[src/rtl/rtb_pkg.sv]
// package for the reload timer bank: action codes, status codes and the
// command and mask structs passed between the core and its timer cells
// no dependencies
package rtb_pkg;

    localparam int MASK_BITS = 8;

    localparam logic [1:0] ACT_SET   = 2'd0;
    localparam logic [1:0] ACT_START = 2'd1;
    localparam logic [1:0] ACT_STOP  = 2'd2;
    localparam logic [1:0] ACT_TICK  = 2'd3;

    localparam logic ST_OK      = 1'b0;
    localparam logic ST_BAD_ARG = 1'b1;

    localparam logic [15:0] MAX_RELOAD_RST = 16'hFFFF;

    // command broadcast to every cell for one transaction
    typedef struct packed {
        logic       valid;
        logic [1:0] action;
        logic [2:0] index;
        logic       set_ok;
        logic       rep;
    } rtb_cmd_t;

    // masks handed from cell to cell along the chain
    typedef struct packed {
        logic [MASK_BITS-1:0] expired;
        logic [MASK_BITS-1:0] active;
    } rtb_mask_t;

endpackage

[src/rtl/rtb_cell.sv]
// one countdown timer of the bank: count, reload value, repeat and active flags
// takes the broadcast command and adds its own bits to the mask chain
// depends on rtb_pkg
module rtb_cell #(
    parameter int INDEX      = 0,
    parameter int COUNT_BITS = 16
) (
    input  logic                    clk,
    input  logic                    rst_n,
    input  rtb_pkg::rtb_cmd_t       cmd,
    input  logic [COUNT_BITS-1:0]   reload,
    input  rtb_pkg::rtb_mask_t      mask_in,
    output rtb_pkg::rtb_mask_t      mask_out
);
    import rtb_pkg::*;

    logic [COUNT_BITS-1:0] count_reg;
    logic [COUNT_BITS-1:0] count_next;
    logic [COUNT_BITS-1:0] reload_reg;
    logic [COUNT_BITS-1:0] reload_next;
    logic                  rep_reg;
    logic                  rep_next;
    logic                  active_reg;
    logic                  active_next;
    logic                  hit;
    logic                  expired;

    generate
        if (INDEX < MASK_BITS) begin : g_addr
            assign hit = (cmd.index == 3'(INDEX));
        end
        else begin : g_noaddr
            assign hit = 1'b0;
        end
    endgenerate

    always_comb
    begin
        count_next  = count_reg;
        reload_next = reload_reg;
        rep_next    = rep_reg;
        active_next = active_reg;
        expired     = 1'b0;
        if (cmd.valid)
        begin
            unique case (cmd.action)
                ACT_SET:
                begin
                    if (cmd.set_ok && hit)
                    begin
                        reload_next = reload;
                        rep_next    = cmd.rep;
                    end
                end
                ACT_START:
                begin
                    if (hit)
                    begin
                        count_next  = reload_reg;
                        active_next = 1'b1;
                    end
                end
                ACT_STOP:
                begin
                    if (hit)
                    begin
                        active_next = 1'b0;
                    end
                end
                default:
                begin
                    if (active_reg)
                    begin
                        if (count_reg != '0)
                        begin
                            count_next = count_reg - 1'b1;
                        end
                        else
                        begin
                            expired = 1'b1;
                            if (rep_reg)
                            begin
                                count_next = reload_reg;
                            end
                            else
                            begin
                                active_next = 1'b0;
                            end
                        end
                    end
                end
            endcase
        end
    end

    // only the first eight timers are visible in the masks
    generate
        if (INDEX < MASK_BITS) begin : g_vis
            always_comb
            begin
                mask_out = mask_in;
                mask_out.expired[INDEX] = mask_in.expired[INDEX] | expired;
                mask_out.active[INDEX]  = mask_in.active[INDEX] | active_next;
            end
        end
        else begin : g_hid
            assign mask_out = mask_in;
        end
    endgenerate

    always_ff @(posedge clk or negedge rst_n)
    begin
        if (!rst_n)
        begin
            count_reg  <= '0;
            reload_reg <= '0;
            rep_reg    <= 1'b0;
            active_reg <= 1'b0;
        end
        else
        begin
            count_reg  <= count_next;
            reload_reg <= reload_next;
            rep_reg    <= rep_next;
            active_reg <= active_next;
        end
    end

endmodule

[src/rtl/reload_timer_bank_core.sv]
// reload timer bank: a chain of timer cells driven by one command per transaction
// depends on rtb_pkg and rtb_cell
//
// usage:
//   command channel: drive action, timer_index, reload_ticks and repeat_req
//   with start high; the transaction is taken at a rising edge where start is
//   high and busy is low. busy stays low, so a command may follow every cycle.
//   result channel: in the cycle after each command, done pulses for one cycle
//   with status, expired_mask and active_mask. the receiver cannot stall, so
//   a result not taken in that cycle is gone.
//   throughput is 1 command per cycle: every cell updates
//   its count in the same cycle and the masks ripple along the cell chain
//   into the result register.
//   configuration: APB write of max_reload at byte address 0 (pwdata[15:0]);
//   pready is always high, reads return the current value.
//   reset: all timers stopped with zero count, reload and repeat flag;
//   max_reload returns to 65535 and no result is pending.
module reload_timer_bank_core #(
    parameter int TIMER_COUNT = 8,
    parameter int COUNT_BITS  = 16
) (
    input  logic        clk,
    input  logic        rst_n,
    input  logic        start,
    output logic        busy,
    input  logic [1:0]  action,
    input  logic [2:0]  timer_index,
    input  logic [15:0] reload_ticks,
    input  logic        repeat_req,
    output logic        done,
    output logic        status,
    output logic [7:0]  expired_mask,
    output logic [7:0]  active_mask,
    input  logic        psel,
    input  logic        penable,
    input  logic        pwrite,
    input  logic [2:0]  paddr,
    input  logic [31:0] pwdata,
    output logic [31:0] prdata,
    output logic        pready
);
    import rtb_pkg::*;

    logic [15:0]           max_reload_reg;
    logic                  done_reg;
    logic                  status_reg;
    logic [MASK_BITS-1:0]  expired_reg;
    logic [MASK_BITS-1:0]  active_reg;
    rtb_cmd_t              cmd;
    logic [COUNT_BITS-1:0] reload_c;
    rtb_mask_t             chain [TIMER_COUNT+1];

    assign busy   = 1'b0;
    assign pready = 1'b1;
    assign prdata = paddr[2] ? 32'd0 : {16'd0, max_reload_reg};

    always_ff @(posedge clk or negedge rst_n)
    begin
        if (!rst_n)
        begin
            max_reload_reg <= MAX_RELOAD_RST;
        end
        else if (psel && penable && pwrite && !paddr[2])
        begin
            max_reload_reg <= pwdata[15:0];
        end
    end

    assign cmd.valid  = start && !busy;
    assign cmd.action = action;
    assign cmd.index  = timer_index;
    assign cmd.set_ok = (reload_ticks <= max_reload_reg);
    assign cmd.rep    = repeat_req;
    assign reload_c   = COUNT_BITS'(reload_ticks);

    assign chain[0] = '0;

    generate
        for (genvar i = 0; i < TIMER_COUNT; i++) begin : g_cell
            rtb_cell #(
                .INDEX      (i),
                .COUNT_BITS (COUNT_BITS)
            ) u_cell (
                .clk      (clk),
                .rst_n    (rst_n),
                .cmd      (cmd),
                .reload   (reload_c),
                .mask_in  (chain[i]),
                .mask_out (chain[i+1])
            );
        end
    endgenerate

    always_ff @(posedge clk or negedge rst_n)
    begin
        if (!rst_n)
        begin
            done_reg    <= 1'b0;
            status_reg  <= ST_OK;
            expired_reg <= '0;
            active_reg  <= '0;
        end
        else
        begin
            done_reg <= cmd.valid;
            if (cmd.valid)
            begin
                status_reg  <= (action == ACT_SET && !cmd.set_ok) ? ST_BAD_ARG : ST_OK;
                expired_reg <= chain[TIMER_COUNT].expired;
                active_reg  <= chain[TIMER_COUNT].active;
            end
        end
    end

    assign done         = done_reg;
    assign status       = status_reg;
    assign expired_mask = expired_reg;
    assign active_mask  = active_reg;

endmodule

[config.mk]
export PLATFORM = sky130hd
export DESIGN_NAME = reload_timer_bank_core
export DESIGN_NICKNAME = d
export VERILOG_FILES = /design/src/rtl/rtb_pkg.sv /design/src/rtl/rtb_cell.sv /design/src/rtl/reload_timer_bank_core.sv
export SDC_FILE = /design/constraint.sdc
export NUM_CORES = 1
export LEC_CHECK = 0
export ABC_AREA = 1
export BUFFER_PORTS_ARGS = -buffer_cell sky130_fd_sc_hd__buf_2
export CAP_MARGIN = 20
export CELL_PAD_IN_SITES_DETAIL_PLACEMENT = 2
export CELL_PAD_IN_SITES_GLOBAL_PLACEMENT = 2
export CORE_UTILIZATION = 33
export CTS_BUF_LIST = sky130_fd_sc_hd__clkbuf_4 sky130_fd_sc_hd__clkbuf_8
export DETAILED_ROUTE_END_ITERATION = 16
export MAX_ROUTING_LAYER = met4
export PLACE_DENSITY_LB_ADDON = 0.1
export SETUP_SLACK_MARGIN = 0.02
export SLEW_MARGIN = 20
export SYNTH_ARGS = -nofsm -noshare
export SYNTH_HDL_FRONTEND = slang
export SYNTH_SLANG_ARGS = --single-unit
export TNS_END_PERCENT = 1
[constraint.sdc]
create_clock -name clk -period 1.8 [get_ports clk]
set_input_delay 0.18 -clock clk [delete_from_list [all_inputs] [get_ports clk]]
set_output_delay 0.18 -clock clk [all_outputs]
set_load 0.01 [all_outputs]
* After elaboration in Yosys (flattened, before gate mapping)
Index checks and enable logic that the tools add are counted.
** Cells by class
- Bitwise operators :: 1
- $add $sub $neg :: 8
- Multiplexer cells :: 122
- Equality and inequality tests :: 17
- Reductions and logical operators :: 58
- $lt $le $gt $ge :: 1
** Operators by type and width (count)
- two-way mux 16 bit :: 33
- case mux 16 bit (2 select lines) :: 8
- nonzero test 16 bit :: 8
- subtractor 16 x 1 -> 16 bit (second input constant) :: 8
- two-way mux 1 bit :: 73
- AND reduction 5 bit :: 8
- case mux 1 bit (3 select lines) :: 8
- AND reduction 3 bit :: 8
- nonzero test 3 bit :: 8
- <= comparator 16 bit :: 1
- != test 2 x 1 -> 1 bit (second input constant) :: 8
- nonzero test 2 bit :: 8
- equality test 3 bit (second input constant) :: 4
- logical AND 1 bit :: 12
- equality test 3 x 2 -> 1 bit (second input constant) :: 2
- equality test 3 x 1 -> 1 bit (second input constant) :: 1
- zero test 3 bit :: 1
- OR reduction 3 bit :: 1
- equality test 2 x 1 -> 1 bit (second input constant) :: 1
- equality test 2 bit (second input constant) :: 1
- zero test 1 bit :: 2
- zero test 2 bit :: 1
- OR reduction 2 bit :: 1
- inverter 1 bit :: 1
** Word-level totals
- Output and inout port bits :: 52
- Logic and storage cells :: 244
- Register bits after elaboration :: 306

* Depth between registers and ports, before layout
- Depth in word-level cells :: 5
- Gate-level depth with buffers :: 17
- Depth with buffers taken out :: 15

* Hierarchy
A second synthesis with hierarchy kept.
** Second synthesis, totals
- Cells, all modules :: 2603
- Area, all modules :: 19353.6 µm²
** Modules (own cells, without submodules)
- rtb_cell at g_cell[1].u_cell ... :: area an instance 2180.8 µm², sequential area each 850.8 µm², times used 2, cells each 302
- rtb_cell at g_cell[4].u_cell :: area an instance 2195.9 µm², sequential area each 850.8 µm², times used 1, cells each 294
- rtb_cell at g_cell[5].u_cell :: area an instance 2168.3 µm², sequential area each 850.8 µm², times used 1, cells each 295
- rtb_cell at g_cell[6].u_cell :: area an instance 2167.1 µm², sequential area each 850.8 µm², times used 1, cells each 295
- rtb_cell at g_cell[7].u_cell :: area an instance 2163.3 µm², sequential area each 850.8 µm², times used 1, cells each 294
- rtb_cell at g_cell[0].u_cell :: area an instance 2145.8 µm², sequential area each 850.8 µm², times used 1, cells each 302
- rtb_cell at g_cell[3].u_cell :: area an instance 2135.8 µm², sequential area each 850.8 µm², times used 1, cells each 282
- reload_timer_bank_core :: area an instance 2015.7 µm², sequential area each 870.8 µm², times used 1, cells each 237

* Least setup slack after synthesis
Ideal clock, no wire load.
- Path type :: register -> register
- From :: reg max_reload_reg[11]
- To :: reg g_cell[7].u_cell.reload_reg[0]
- Library setup time :: 0.117 ns
- Setup slack :: -0.155 ns
- Clock period less this slack :: 1.955 ns
- Arrival time :: 1.839 ns
- Stages on the path, launching flop included :: 13
- Cells stage by stage :: dfstp_2 inv_1 ha_1 nand2_1 inv_2 nand3_1 nor3_2 nand3_1 nand2_4 nand2_2 buf_2 nand2_1 nand2_1
** Between the ends
- Longest elaborated chain between the ends :: 3
** Ends and longest elaborated chain
- start: declaration :: line reload_timer_bank_core.sv:44 : logic [15:0] max_reload_reg;
- start signal: assignment :: line reload_timer_bank_core.sv:65 : max_reload_reg <= pwdata[15:0];
- <= comparator 16 bit :: line reload_timer_bank_core.sv:72 : assign cmd.set_ok = (reload_ticks <= max_reload_reg);
- logical AND 1 bit :: line rtb_cell.sv:49 : if (cmd.set_ok && hit)
- AND reduction 3 bit (no source line)
- end signal: assignment :: line rtb_cell.sv:123 : reload_reg <= reload_next;
- end: declaration :: line rtb_cell.sv:19 : logic [COUNT_BITS-1:0] reload_reg;
No other way between the ends.
A chain may end at the register's enable or synchronous reset.

* Worst setup path in the final report
- From :: reg max_reload_reg[5]
- To :: reg g_cell[7].u_cell.reload_reg[8]
The elaborated chain is that of the path after synthesis.

==> run metrics <==
Synth Area in Compound Gates=0.0462; mux contribution to synthesized area=0; Max Cap Viol=0; worst path required time=2.36 ns; CTS Buf Count=60; DIE WIDTH=234 um; Avg WL per Cell=22.0 um; TritonRoute pass-1 iters=5; CP most frequent cell=nand2_1; XOR/XNOR Fraction of Synth Area=0.0413; post-synthesis sequential area ratio=0.431; clk buf depth=3; Final HPWL DP=49900 um; largest net degree at the start of global routing=61; Final Slew Violations=0; setup slack at placement=-0.534 ns; Tmin final=2.46 ns; fillers=6125; Crit Path Category=reg -> reg; remaining antenna violation count after routing=0; Total GRT Usage=0.294; combinational power share=0.481; Async SR Flop Fraction=1.00; H-tree levels=2; post-synth top area share=0.407; Syn Area/Cell=7.09 um2; Area growth, synth to finish=33.5%; crit-path cells=inv_2 > ha_1 > a21oi_1 > nor2_1 > nor2_1 > nand2_1 > nand2_2 > nand2_4 > nand2_8 > buf_12 > nand2_8 > buf_16 > nand2_1 > nand2_1; drt total wl=79700 um; initial antenna violation count=5; I/O pin count=115; via count of the routed design=18389; Max-Slew Margin vs Limit=0.391; Psw=15.7 mW; most common cell in the netlist=nand2_1; failing checks=negative setup slack; clk sinks=306; RD Place Congestion=0.829; Post-synth top cells=nand2_1, nor2_1, dfrtp_1; period utilization=1.37; Synth area leader=dfrtp_1; Worst Tran Pin Value=0.907 ns; unrepaired setup endpoints after global routing=true; WP buf/inv=3; post-DR vias/cell=5.07; Synth Warn #=0; Residual DRC=0; Worst Setup Slack, final=-0.661 ns; simple-gate portion of the synthesized area=0.378; number of synthesized flops with an enable pin=0; Starting Density=0.336; grt ovf=0; final hold viol count=0; power share of the clock group=0.233; Post-Layout Cell Count=3630; main area contributors after synthesis=dfrtp_1, nand2_1, nor2_1; 1st-iter DRT viols=866; placed insts=3458; part of the power in registers=0.286; first-pass GRT wire length=119000 um; core area=0.0530 mm2; Syn Inst Count=2512; adder-cell area share of the yosys netlist=0.0225; PwrDens=1560 mW/mm2; Slowest-stage cell, CP=dfstp_2; switching share of power=0.423; Site Rows=84; number of global-route vias before repair=20963; share of layout cells above drive strength 1=0.256; Skew-Pair Late Insertion Delay=0.69 ns; CP delay by family, top=simple AND/OR/NAND/NOR gates; Worst setup EP type=flop; Clock Skews=0.0422 ns; Synth cell types=42; FMAX=406 MHz; critical path arrival=3.03 ns; number of buffers added on ports=78; final core utilization=0.449; internal power=21.4 mW; Hold Path Class=in -> reg; crit-path max FO=8; die height=234 um; Most used DFF post-synth=dfrtp_1; CTS clock-pin slew for the worst setup and hold paths=0.07 ns; root buffer cell=clkbuf_8; Leak Pwr=12.5 nW; outcome=finished with violations; crit start category=flop; worst vdd ir=0.000910 V; Final #Nets=2985; Yosys reg bits=306; mapped cell area=0.0178 mm2; Final setup viols=190; die area=0.0549 mm2; main combinational cell family by area after synthesis=simple AND/OR/NAND/NOR gates; CTS tree=built; max incr delay on CP=0.55 ns
## placed cells by master, fill, tap and decap left out, types with 38 or more instances in the layout
cell,count
buf_2,67
buf_4,244
buf_6,42
clkbuf_8,77
dfrtp_1,289
inv_1,122
inv_2,38
nand2_1,1035
nand2_2,60
nand3_1,170
nor2_1,240
nor2_2,43
o21ai_0,89
xor2_1,50
## power by group through the flow
stage | Clock [mW] | Sequential (mW) | Combinational (mW)
floorplan | 0 | 10.4 | 9.29
global placement | 0 | 10.4 | 15.1
detailed placement | 0 | 10.5 | 16.1
CTS | 8.73 | 10.5 | 17.0
global route | 9.08 | 10.8 | 19.9
finish | 8.66 | 10.6 | 17.9
## layout make-up
class | instances | area [um2] | area share
Sequential cell | 306 | 7680 | 0.323
Inverter | 166 | 638 | 0.0268
Multi-Input combinational cell | 1940 | 9590 | 0.403
Clock inverter | 18 | 265 | 0.0112
Antenna cell | 5 | 12.5 | 0.000526
Clock buffer | 91 | 1160 | 0.0490
Tap cell | 688 | 861 | 0.0362
Timing Repair Buffer | 416 | 3560 | 0.150
## routing by layer
layer	GRT usage	part of all wire	up-vias
met2	0.510	0.51	356
met1	0.332	0.41	9270
met5	-	0	-
li1	-	-	8553
met4	0.122	0.047	0
met3	0.0528	0.037	210
## worst reg2reg max path, stage by stage, from the launching register on
cell and delay [ns]:
dfstp_2 0.55, inv_2 0.05, ha_1 0.33, a21oi_1 0.25, nor2_1 0.07, nor2_1 0.10
nand2_1 0.08, nand2_2 0.09, nand2_4 0.08, nand2_8 0.12, buf_12 0.20, nand2_8 0.10
buf_16 0.17, nand2_1 0.08, nand2_1 0.09
## cell families after synthesis
logic type                 Yosys count
xor gates and xnor gates            84
and+or+nand+nor                   1650
buffers and inverters              287
AOI/OAI and AO/OA                  151
other                                2
DFF                                306
adders and majority gates           32
## stage by stage
step	hold WS (ns)	cell area, um2	setup TNS, ns	total power, mW
after floorplan	-0.116	18000	-17.81	19.7
after detailed placement	0.0702	20800	-70.45	26.6
after global placement	0.0696	20800	-54.87	25.5
after CTS	0.00111	23200	-59.99	36.2
final	0.0589	23800	-84.05	37.2
after global routing	0.0281	23800	-101.67	39.8
## path summary, 6_finish.rpt
check,from,to,slack [ns],cells past startpoint
max,max_reload_reg[5],g_cell[7].u_cell.reload_reg[8],-0.66,14
max in group asynchronous,rst_n,g_cell[6].u_cell.reload_reg[2],1.08,3
min,reload_ticks[11],g_cell[5].u_cell.reload_reg[11],0.06,4
min in group asynchronous,rst_n,g_cell[2].u_cell.count_reg[10],0.19,3
min reg2reg,g_cell[3].u_cell.reload_reg[10],g_cell[3].u_cell.reload_reg[10],0.47,2
max reg2reg,max_reload_reg[5],g_cell[7].u_cell.reload_reg[8],-0.66,14
## what timing repair did
action	CTS	global route
gates cloned	6	2
resized for setup	148	134
endpoints found under the hold margin	371	0
pin swaps	11	20
hold buffers	35	0
setup endpoints to repair	278	285
buffers inserted	8	8
(Power assumes the default switching activity.)
